`config.mk`:
```
export PLATFORM = sky130hd
export DESIGN_NAME = typed_length_prefixed_deframer_unit
export DESIGN_NICKNAME = d
export VERILOG_FILES = /design/src/hdl/tlpd_pkg.sv /design/src/hdl/typed_length_prefixed_deframer_unit.sv
export SDC_FILE = /design/constraint.sdc
export NUM_CORES = 1
export LEC_CHECK = 0
export BUFFER_PORTS_ARGS = -buffer_cell sky130_fd_sc_hd__buf_2
export CAP_MARGIN = 20
export CORE_MARGIN = 2
export CORE_UTILIZATION = 63
export CTS_CLUSTER_DIAMETER = 100
export DETAILED_ROUTE_END_ITERATION = 12
export PLACE_DENSITY = 0.82
export SYNTH_ARGS = -nofsm -noshare
export SYNTH_HDL_FRONTEND = slang
export SYNTH_SLANG_ARGS = --single-unit
```
`constraint.sdc`:
```
create_clock -name clk -period 6.2 [get_ports clk]
set_clock_uncertainty 0.15 [all_clocks]
set_input_delay 1.24 -clock clk [delete_from_list [all_inputs] [get_ports clk]]
set_output_delay 1.24 -clock clk [all_outputs]
set_load 0.02 [all_outputs]
```
`src/hdl/tlpd_pkg.sv`:
```
// Package for the typed length-prefixed deframer: phase, result codes,
// reset values and the two fixed type-name tables.
// No dependencies; imported by typed_length_prefixed_deframer_unit.
package tlpd_pkg;

    localparam int TYPE_NAME_BYTES_DEF = 21;
    localparam int NAME_TABLE_DEPTH    = 64;
    localparam int NAME_IDX_W          = $clog2(NAME_TABLE_DEPTH);
    localparam int CFG_DATA_W          = 32;
    localparam int CFG_INDEX_W         = 1;

    localparam logic [15:0] MAX_LENGTH_RST     = 16'd1500;
    localparam logic [31:0] EXPECTED_CHECK_RST = 32'd1609676181;

    typedef enum logic [CFG_INDEX_W-1:0] {
        REG_MAX_LENGTH     = 1'd0,
        REG_EXPECTED_CHECK = 1'd1
    } cfg_reg_t;

    typedef enum logic [2:0] {
        PH_HEADER  = 3'd0,
        PH_NAME    = 3'd1,
        PH_PAYLOAD = 3'd2,
        PH_CHECK   = 3'd3,
        PH_ERROR   = 3'd4
    } phase_t;

    typedef enum logic [1:0] {
        KIND_PAYLOAD = 2'd0,
        KIND_ACCEPT  = 2'd1,
        KIND_ERROR   = 2'd2
    } kind_t;

    typedef enum logic [2:0] {
        ERR_NONE      = 3'd0,
        ERR_LENGTH    = 3'd1,
        ERR_NAME_LEN  = 3'd2,
        ERR_NAME      = 3'd3,
        ERR_CHECK     = 3'd4
    } err_t;

    typedef struct packed {
        kind_t      kind;
        logic [7:0] payload_byte;
        logic       message_type;
        err_t       error_code;
        logic       last_of_frame;
    } result_t;

    // First type name, zero padded to the table depth.
    function automatic logic [7:0] type_a_byte(input logic [NAME_IDX_W-1:0] idx);
        logic [7:0] b;
        case (idx)
            6'd0:    b = 8'h6D;
            6'd1:    b = 8'h6F;
            6'd2:    b = 8'h6E;
            6'd3:    b = 8'h67;
            6'd4:    b = 8'h6F;
            6'd5:    b = 8'h2E;
            6'd6:    b = 8'h50;
            6'd7:    b = 8'h6C;
            6'd8:    b = 8'h61;
            6'd9:    b = 8'h79;
            6'd10:   b = 8'h65;
            6'd11:   b = 8'h72;
            6'd12:   b = 8'h4D;
            6'd13:   b = 8'h6F;
            6'd14:   b = 8'h76;
            6'd15:   b = 8'h65;
            6'd16:   b = 8'h44;
            6'd17:   b = 8'h61;
            6'd18:   b = 8'h74;
            6'd19:   b = 8'h61;
            default: b = 8'h00;
        endcase
        return b;
    endfunction

    // Second type name, zero padded to the table depth.
    function automatic logic [7:0] type_b_byte(input logic [NAME_IDX_W-1:0] idx);
        logic [7:0] b;
        case (idx)
            6'd0:    b = 8'h6D;
            6'd1:    b = 8'h6F;
            6'd2:    b = 8'h6E;
            6'd3:    b = 8'h67;
            6'd4:    b = 8'h6F;
            6'd5:    b = 8'h2E;
            6'd6:    b = 8'h53;
            6'd7:    b = 8'h70;
            6'd8:    b = 8'h61;
            6'd9:    b = 8'h77;
            6'd10:   b = 8'h6E;
            6'd11:   b = 8'h45;
            6'd12:   b = 8'h6E;
            6'd13:   b = 8'h65;
            6'd14:   b = 8'h6D;
            6'd15:   b = 8'h79;
            6'd16:   b = 8'h44;
            6'd17:   b = 8'h61;
            6'd18:   b = 8'h74;
            6'd19:   b = 8'h61;
            default: b = 8'h00;
        endcase
        return b;
    endfunction

endpackage

```
`src/hdl/typed_length_prefixed_deframer_unit.sv`:
```
// Top level of the typed length-prefixed deframer: frame parser, output
// register with a one-word skid stage, and configuration registers.
// Depends on tlpd_pkg.
//
// Usage: the input channel (in_valid, in_stall, rx_byte) carries the received
// stream, one byte per word. A frame is a 4-byte big-endian length, a 4-byte
// name length, the name, the payload and a 4-byte check word. The output
// channel (out_valid, out_stall and the result fields) carries one word per
// payload byte, tagged with its message type, and one accept or error word
// that ends the frame. Header, name and check bytes give no output word.
// Throughput is one byte per cycle while in_stall is low; the per-byte
// parser is a single registered pass, so a result word enters the output
// register, or the skid stage behind a stalled output word, at the same
// edge that takes its byte. When the receiver stalls, one more result is
// caught in the skid stage and in_stall then rises until it drains; bytes
// keep flowing as long as the skid stage is empty.
// Reset clears the parser to the start of a frame, empties both output
// stages and loads max_length = 1500 and the default expected check word.
// After any error the parser swallows every further byte until reset.
// cfg_write with cfg_index 0 writes max_length (low 16 bits of cfg_data),
// index 1 writes expected_check; write only while the block is idle.
module typed_length_prefixed_deframer_unit
    import tlpd_pkg::*;
#(
    parameter int TYPE_NAME_BYTES = TYPE_NAME_BYTES_DEF
) (
    input  logic                   clk,
    input  logic                   rst_n,
    input  logic                   in_valid,
    output logic                   in_stall,
    input  logic [7:0]             rx_byte,
    output logic                   out_valid,
    input  logic                   out_stall,
    output logic [1:0]             kind,
    output logic [7:0]             payload_byte,
    output logic                   message_type,
    output logic [2:0]             error_code,
    output logic                   last_of_frame,
    input  logic                   cfg_write,
    input  logic [CFG_INDEX_W-1:0] cfg_index,
    input  logic [CFG_DATA_W-1:0]  cfg_data
);

    localparam int NLW = $clog2(TYPE_NAME_BYTES + 1);

    logic [15:0]    max_length_reg;
    logic [31:0]    expected_check_reg;

    phase_t         phase_reg, phase_next;
    logic [15:0]    count_reg, count_next;
    logic [31:0]    frame_len_reg, frame_len_next;
    logic [NLW-1:0] name_len_reg, name_len_next;
    logic [31:0]    shift_reg, shift_next;
    logic [1:0]     flags_reg, flags_next;
    logic           type_reg, type_next;
    logic [15:0]    pay_len_reg, pay_len_next;

    result_t        out_reg, out_next, skid_reg, skid_next, res;
    logic           out_valid_reg, out_valid_next;
    logic           skid_valid_reg, skid_valid_next;
    logic           res_valid;
    logic           accept;

    // Values used by the parser.
    logic [31:0]    shifted;
    logic [31:0]    n_word;
    logic [15:0]    count_inc;
    logic [NAME_IDX_W-1:0] name_idx;
    logic [1:0]     flags_upd;
    logic [15:0]    pay_len_calc;

    assign accept   = in_valid && !skid_valid_reg;
    assign in_stall = skid_valid_reg;

    assign shifted   = {shift_reg[23:0], rx_byte};
    assign n_word    = shifted;
    assign count_inc = count_reg + 16'd1;
    assign name_idx  = NAME_IDX_W'(count_reg);

    always_comb
    begin
        flags_upd = flags_reg;
        if (rx_byte != type_a_byte(name_idx))
        begin
            flags_upd[0] = 1'b0;
        end
        if (rx_byte != type_b_byte(name_idx))
        begin
            flags_upd[1] = 1'b0;
        end
    end

    // The frame length has already passed the limit check, so it fits 16 bits.
    always_comb
    begin
        if (phase_reg == PH_HEADER)
        begin
            pay_len_calc = frame_len_reg[15:0] - 16'd8 - 16'(n_word[NLW-1:0]);
        end
        else
        begin
            pay_len_calc = frame_len_reg[15:0] - 16'd8 - 16'(name_len_reg);
        end
    end

    always_comb
    begin
        phase_next     = phase_reg;
        count_next     = count_reg;
        frame_len_next = frame_len_reg;
        name_len_next  = name_len_reg;
        shift_next     = shift_reg;
        flags_next     = flags_reg;
        type_next      = type_reg;
        pay_len_next   = pay_len_reg;
        res_valid      = 1'b0;
        res            = '{kind: KIND_PAYLOAD, payload_byte: 8'd0, message_type: 1'b0,
                           error_code: ERR_NONE, last_of_frame: 1'b0};

        case (phase_reg)
            PH_HEADER:
            begin
                shift_next = shifted;
                if (count_reg == 16'd3)
                begin
                    frame_len_next = shifted;
                end
                if (count_reg < 16'd7)
                begin
                    count_next = count_inc;
                end
                else
                begin
                    count_next = 16'd0;
                    shift_next = 32'd0;
                    flags_next = 2'b11;
                    name_len_next = n_word[NLW-1:0];
                    if (frame_len_reg > {16'd0, max_length_reg})
                    begin
                        phase_next = PH_ERROR;
                        res_valid  = 1'b1;
                        res.kind   = KIND_ERROR;
                        res.error_code = ERR_LENGTH;
                        res.last_of_frame = 1'b1;
                    end
                    else if (n_word > 32'(TYPE_NAME_BYTES) ||
                             (32'd8 + n_word) > frame_len_reg)
                    begin
                        phase_next = PH_ERROR;
                        res_valid  = 1'b1;
                        res.kind   = KIND_ERROR;
                        res.error_code = ERR_NAME_LEN;
                        res.last_of_frame = 1'b1;
                    end
                    else if (n_word == 32'd0)
                    begin
                        // An empty name is a prefix of the first type name.
                        type_next    = 1'b0;
                        pay_len_next = pay_len_calc;
                        phase_next   = (pay_len_calc == 16'd0) ? PH_CHECK : PH_PAYLOAD;
                    end
                    else
                    begin
                        phase_next = PH_NAME;
                    end
                end
            end

            PH_NAME:
            begin
                flags_next = flags_upd;
                if (count_inc < 16'(name_len_reg))
                begin
                    count_next = count_inc;
                end
                else
                begin
                    count_next   = 16'd0;
                    pay_len_next = pay_len_calc;
                    if (flags_upd[0] || flags_upd[1])
                    begin
                        type_next  = !flags_upd[0];
                        phase_next = (pay_len_calc == 16'd0) ? PH_CHECK : PH_PAYLOAD;
                    end
                    else
                    begin
                        phase_next = PH_ERROR;
                        res_valid  = 1'b1;
                        res.kind   = KIND_ERROR;
                        res.error_code = ERR_NAME;
                        res.last_of_frame = 1'b1;
                    end
                end
            end

            PH_PAYLOAD:
            begin
                res_valid        = 1'b1;
                res.payload_byte = rx_byte;
                res.message_type = type_reg;
                count_next       = count_inc;
                if (count_inc >= pay_len_reg)
                begin
                    count_next = 16'd0;
                    shift_next = 32'd0;
                    phase_next = PH_CHECK;
                end
            end

            PH_CHECK:
            begin
                shift_next = shifted;
                if (count_reg < 16'd3)
                begin
                    count_next = count_inc;
                end
                else if (shifted != expected_check_reg)
                begin
                    phase_next = PH_ERROR;
                    res_valid  = 1'b1;
                    res.kind   = KIND_ERROR;
                    res.error_code = ERR_CHECK;
                    res.last_of_frame = 1'b1;
                end
                else
                begin
                    res_valid = 1'b1;
                    res.kind  = KIND_ACCEPT;
                    res.message_type  = type_reg;
                    res.last_of_frame = 1'b1;
                    phase_next = PH_HEADER;
                    count_next = 16'd0;
                    shift_next = 32'd0;
                    flags_next = 2'b11;
                    type_next  = 1'b0;
                end
            end

            default:
            begin
                phase_next = PH_ERROR;
            end
        endcase
    end

    // Output register with a skid stage behind it.
    always_comb
    begin
        out_next        = out_reg;
        out_valid_next  = out_valid_reg;
        skid_next       = skid_reg;
        skid_valid_next = skid_valid_reg;
        if (!out_valid_reg || !out_stall)
        begin
            if (skid_valid_reg)
            begin
                out_next        = skid_reg;
                out_valid_next  = 1'b1;
                skid_next       = res;
                skid_valid_next = accept && res_valid;
            end
            else
            begin
                out_next       = res;
                out_valid_next = accept && res_valid;
            end
        end
        else if (accept && res_valid)
        begin
            skid_next       = res;
            skid_valid_next = 1'b1;
        end
    end

    always_ff @(posedge clk or negedge rst_n)
    begin
        if (!rst_n)
        begin
            phase_reg      <= PH_HEADER;
            count_reg      <= 16'd0;
            frame_len_reg  <= 32'd0;
            name_len_reg   <= '0;
            shift_reg      <= 32'd0;
            flags_reg      <= 2'b11;
            type_reg       <= 1'b0;
            pay_len_reg    <= 16'd0;
            out_valid_reg  <= 1'b0;
            skid_valid_reg <= 1'b0;
        end
        else
        begin
            if (accept)
            begin
                phase_reg     <= phase_next;
                count_reg     <= count_next;
                frame_len_reg <= frame_len_next;
                name_len_reg  <= name_len_next;
                shift_reg     <= shift_next;
                flags_reg     <= flags_next;
                type_reg      <= type_next;
                pay_len_reg   <= pay_len_next;
            end
            out_valid_reg  <= out_valid_next;
            skid_valid_reg <= skid_valid_next;
        end
    end

    always_ff @(posedge clk)
    begin
        out_reg  <= out_next;
        skid_reg <= skid_next;
    end

    always_ff @(posedge clk or negedge rst_n)
    begin
        if (!rst_n)
        begin
            max_length_reg     <= MAX_LENGTH_RST;
            expected_check_reg <= EXPECTED_CHECK_RST;
        end
        else if (cfg_write)
        begin
            case (cfg_index)
                REG_MAX_LENGTH:     max_length_reg     <= cfg_data[15:0];
                REG_EXPECTED_CHECK: expected_check_reg <= cfg_data;
                default:            ;
            endcase
        end
    end

    assign out_valid     = out_valid_reg;
    assign kind          = out_reg.kind;
    assign payload_byte  = out_reg.payload_byte;
    assign message_type  = out_reg.message_type;
    assign error_code    = out_reg.error_code;
    assign last_of_frame = out_reg.last_of_frame;

    // The skid stage only fills behind a held output word.
    a_skid_behind_out: assert property (@(posedge clk) disable iff (!rst_n)
        skid_valid_reg |-> out_valid_reg)
        else $error("skid stage holds a word while the output register is empty");

    // An error word always ends its frame and carries a nonzero code.
    a_error_word: assert property (@(posedge clk) disable iff (!rst_n)
        (out_valid_reg && out_reg.kind == KIND_ERROR) |->
        (out_reg.last_of_frame && out_reg.error_code != ERR_NONE))
        else $error("error word without end of frame or error code");

    // The name phase is entered only with a nonempty name.
    a_name_nonempty: assert property (@(posedge clk) disable iff (!rst_n)
        (phase_reg == PH_NAME) |-> (name_len_reg != '0))
        else $error("name phase with zero name length");

    // Once in the error phase the parser stays there.
    a_error_sticky: assert property (@(posedge clk) disable iff (!rst_n)
        (phase_reg == PH_ERROR) |=> (phase_reg == PH_ERROR))
        else $error("parser left the error phase without reset");

endmodule
```
==> results.yml <==
setup_path:
  reg2reg_depth: 13
  crit_type: "in -> reg"
  end_kind: "flip-flop"
  reg2reg_to: "count_reg[8]"
  cp.arrival_ps: 5540
  path_max_fanout: 12
  crit_path_cell_trace: "buf_2, and3_1, and3_1, and2_1, and3_1, and4_1, nand2_1, inv_1, nand2_1, xnor2_1, ha_1, a21o_1, a21o_1, a221o_1, o21ai_0, o21bai_1, and2_1, o2111a_1, buf_4, mux2i_1"
  regToRegSetupSlack_ps: 1270
  cp.required_ps: 6410
  r2r-start: "count_reg[1]"
  cp_slowest_cell: "o2111a_1"
  max_stage_delay_ps: 480
  cpMostUsedCell: "and3_1"
  crit_path_start_kind: "primary input"
power_and_ir_drop:
  finalPower_mw: 5.463
  irDropWorstVdd_v: 0.0002427
  p_per_area_nw_per_um2: 416.2
  p_leak_nw: 5.838
logic_synthesis:
  synthCells: 1283
  avgSynthCellArea_um2: 9.460
  syn_nets: 1412
  ys_top_cells_by_area: "dfrtp_1 25%, ha_1 8.5%, edfxtp_1 7.4%"
  synth_top_family_by_area: "simple AND/OR/NAND/NOR gates"
  synth-simple-area-share_pct: 16.97
  synth.area.mux_share_pct: 7.505
  ys_seq_elements: 179
  yosysSeqAreaShare_pct: 38.44
  yosys_warnings: 0
  syn_area_um2: 12140
  async_flop_share_pct: 83.24
  synth_top_cell_by_area: "dfrtp_1"
  synth_edf_count: 30
  ys.flop_type: "dfrtp_1"
  synth_compound_area_share_pct: 15.94
  synth_xor_area_share_pct: 6.495
  post-synth-top-area-fraction_pct: 24.74
  synth_adder_area_share_pct: 8.619
  synthDistinctLibCells: 93
clock_tree:
  cts_hold_repair.buffers: 0
  cts_tree: "yes"
  cts.sinks: 179
  cts.path.max_buffers: 2
  cts_max_level: 4
  ctsResizeCount: 0
  clkTransAtPathRegs_ps: 70
  clk-insertion-delay-late_ps: 450
  cts_setup_buffers: 0
  numCtsBuffers: 17
  root_buffer: "clkbuf_16"
min_path:
  whs_endpoint: "flags_reg[1]"
  hold_depth: 2
  hp-class: "reg -> reg"
  min-delay-start: "flags_reg[1]"
status:
  status: "completed"
placement:
  placed_cells: 1535
  gp_congestion: 0.9460
  place_hpwl_mm: 22.51
  port_buffers: 62
sta:
  setup-violations-final: 0
  finalHoldViolations: 0
  relSlewSlack_pct: 26.28
  min_period_over_period_pct: 85.89
  worst_slew_pin_slew_ps: 1106
  tns_ps: 0
  rsz0062_at_grt: "false"
  fin_hold_ws_ps: 360.2
  period_minus_slack_ps: 5325
  max_freq_mhz: 187.8
  drv_slew: 0
die:
  start_util_pct: 64.45
  core_region_area_um2: 18830
  die_y_um: 142.8
  num_io_pins: 63
  num_rows: 50
  dieWidth_um: 142.8
  dieArea_um2: 20390
detailed_routing:
  wl_per_cell_um: 19.77
  firstDrtPassIters: 5
  drc: 0
  drtIter0Drc: 943
  ant_nets: 0
  wirelength_mm: 30.97
  vias: 9927
  routed_via_density: 6.335
global_route:
  grt_busiest_layer: "met2"
  met3_usage_pct: 5.399
  grt_overflow: 0
  antenna_found_initial: 0
  grtUsageMet1_pct: 41.97
  grt_pass1_wl_mm: 49.40
  grt_max_degree: 105
  grt_usage_pct: 31.19
  grt_pass1_vias: 9438
  grtUsageMet2_pct: 50.05
job:
  cap_violations: 0
layout:
  area_growth_pct: 8.154
  fin_cells: 1567
  antenna_cells: 0
  fin_util_pct: 69.71
  drive_above_1_share_pct: 16.60
  nets: 1423
-- cell usage after synthesis, types with 6 or more instances --
cell type  instances
nand2_1          125
dfrtp_1          120
inv_1             93
ha_1              82
o21ai_0           80
xnor2_1           76
nor2_1            58
clkbuf_1          54
mux2_2            52
a21oi_1           41
nand3_1           31
a22o_1            30
edfxtp_1          30
dfstp_2           29
nand4_1           29
mux2i_1           28
nor4_1            27
a21o_1            25
nor3_1            23
nor2b_1           16
xor2_1            14
buf_2             13
and3_1            11
o21a_1            11
nand2b_1          10
and2_1             9
and4_1             7
o211ai_1           7
or3_1              7
a211o_1            6
or2_2              6
or4_1              6
-- worst max-delay path, delay by kind of cell --
family	cells	cell delay, ps
AND/OR/NAND/NOR	8	1620
AO/OA/AOI/OAI	6	1480
adder cells (fa/ha/maj)	1	180
XOR/XNOR	1	130
multiplexers	1	220
buffers and inverters	3	660
-- metal layers --
metal  up-vias  wire [um]
met3        75       2279
met1      4793      13050
met4         0       1097
met5         -          0
li1       4621          -
met2       438      14540
-- final cells by class --
cell class | instances | area [um^2]
multi-input combinational | 925 | 6758
fill | 1393 | 5704
sequential | 179 | 4666
clock buffer | 18 | 450.4
timing repair buffer | 74 | 406.6
inverter | 97 | 364.1
tap | 260 | 325.3
clock inverter | 14 | 156.4
-- cell families after synthesis --
| kind of cell | Yosys count |
|---|---|
| flip-flops | 179 |
| multiplexers | 82 |
| buffers and inverters | 179 |
| adder cells (fa/ha/maj) | 83 |
| AO/OA/AOI/OAI | 276 |
| XOR/XNOR | 90 |
| AND/OR/NAND/NOR | 394 |
-- placed cells by master (no fill, tap or decap), types with 4 or more instances in the layout --
cell type | Yosys | final
a211o_1 | 6 | 6
a21o_1 | 25 | 25
a21oi_1 | 41 | 41
a22o_1 | 30 | 30
a31oi_1 | 4 | 4
and2_1 | 9 | 9
and3_1 | 11 | 11
and4_1 | 7 | 7
buf_2 | 13 | 61
buf_4 | 5 | 12
clkbuf_16 | 0 | 18
dfrtp_1 | 120 | 120
dfstp_2 | 29 | 29
edfxtp_1 | 30 | 30
ha_1 | 82 | 82
inv_1 | 93 | 93
inv_8 | 0 | 5
mux2_2 | 52 | 52
mux2i_1 | 28 | 28
nand2_1 | 125 | 125
nand2b_1 | 10 | 10
nand3_1 | 31 | 31
nand4_1 | 29 | 29
nor2_1 | 58 | 58
nor2b_1 | 16 | 16
nor3_1 | 23 | 22
nor3b_1 | 4 | 4
nor4_1 | 27 | 27
o211ai_1 | 7 | 7
o21a_1 | 11 | 11
o21ai_0 | 80 | 80
o221ai_1 | 5 | 4
o311ai_0 | 5 | 5
o31ai_1 | 5 | 5
or2_2 | 6 | 6
or3_1 | 7 | 7
or4_1 | 6 | 6
xnor2_1 | 76 | 76
xor2_1 | 14 | 14
-- worst max-delay path by stage --
stage | to | slack (ps) | from
after floorplan | skid_reg[0] | 360 | rx_byte[5]
after global placement | pay_len_reg[14] | 720 | rx_byte[5]
after detailed placement | pay_len_reg[11] | 520 | rx_byte[5]
after CTS | pay_len_reg[11] | 960 | rx_byte[5]
after global routing | pay_len_reg[8] | 630 | rx_byte[5]
final | pay_len_reg[8] | 870 | rx_byte[5]
-- stage by stage --
stage / setup slack (ps) / cell area [um^2]
2_1_floorplan: 356.2 / 12140
3_3_place_gp: 717.5 / 12520
3_5_place_dp: 521.6 / 12520
4_1_cts: 963.0 / 13130
5_1_grt: 629.9 / 13130
6_report: 874.6 / 13130
-- power breakdown --
| group | leakage [nW] | switching (mW) | internal, mW |
|---|---|---|---|
| logic | 3.47 | 1.33 | 1.03 |
| clock network | 0.299 | 0.529 | 0.599 |
| registers | 2.06 | 0.493 | 1.48 |
No activity file was read; power rests on OpenSTA's default activity.
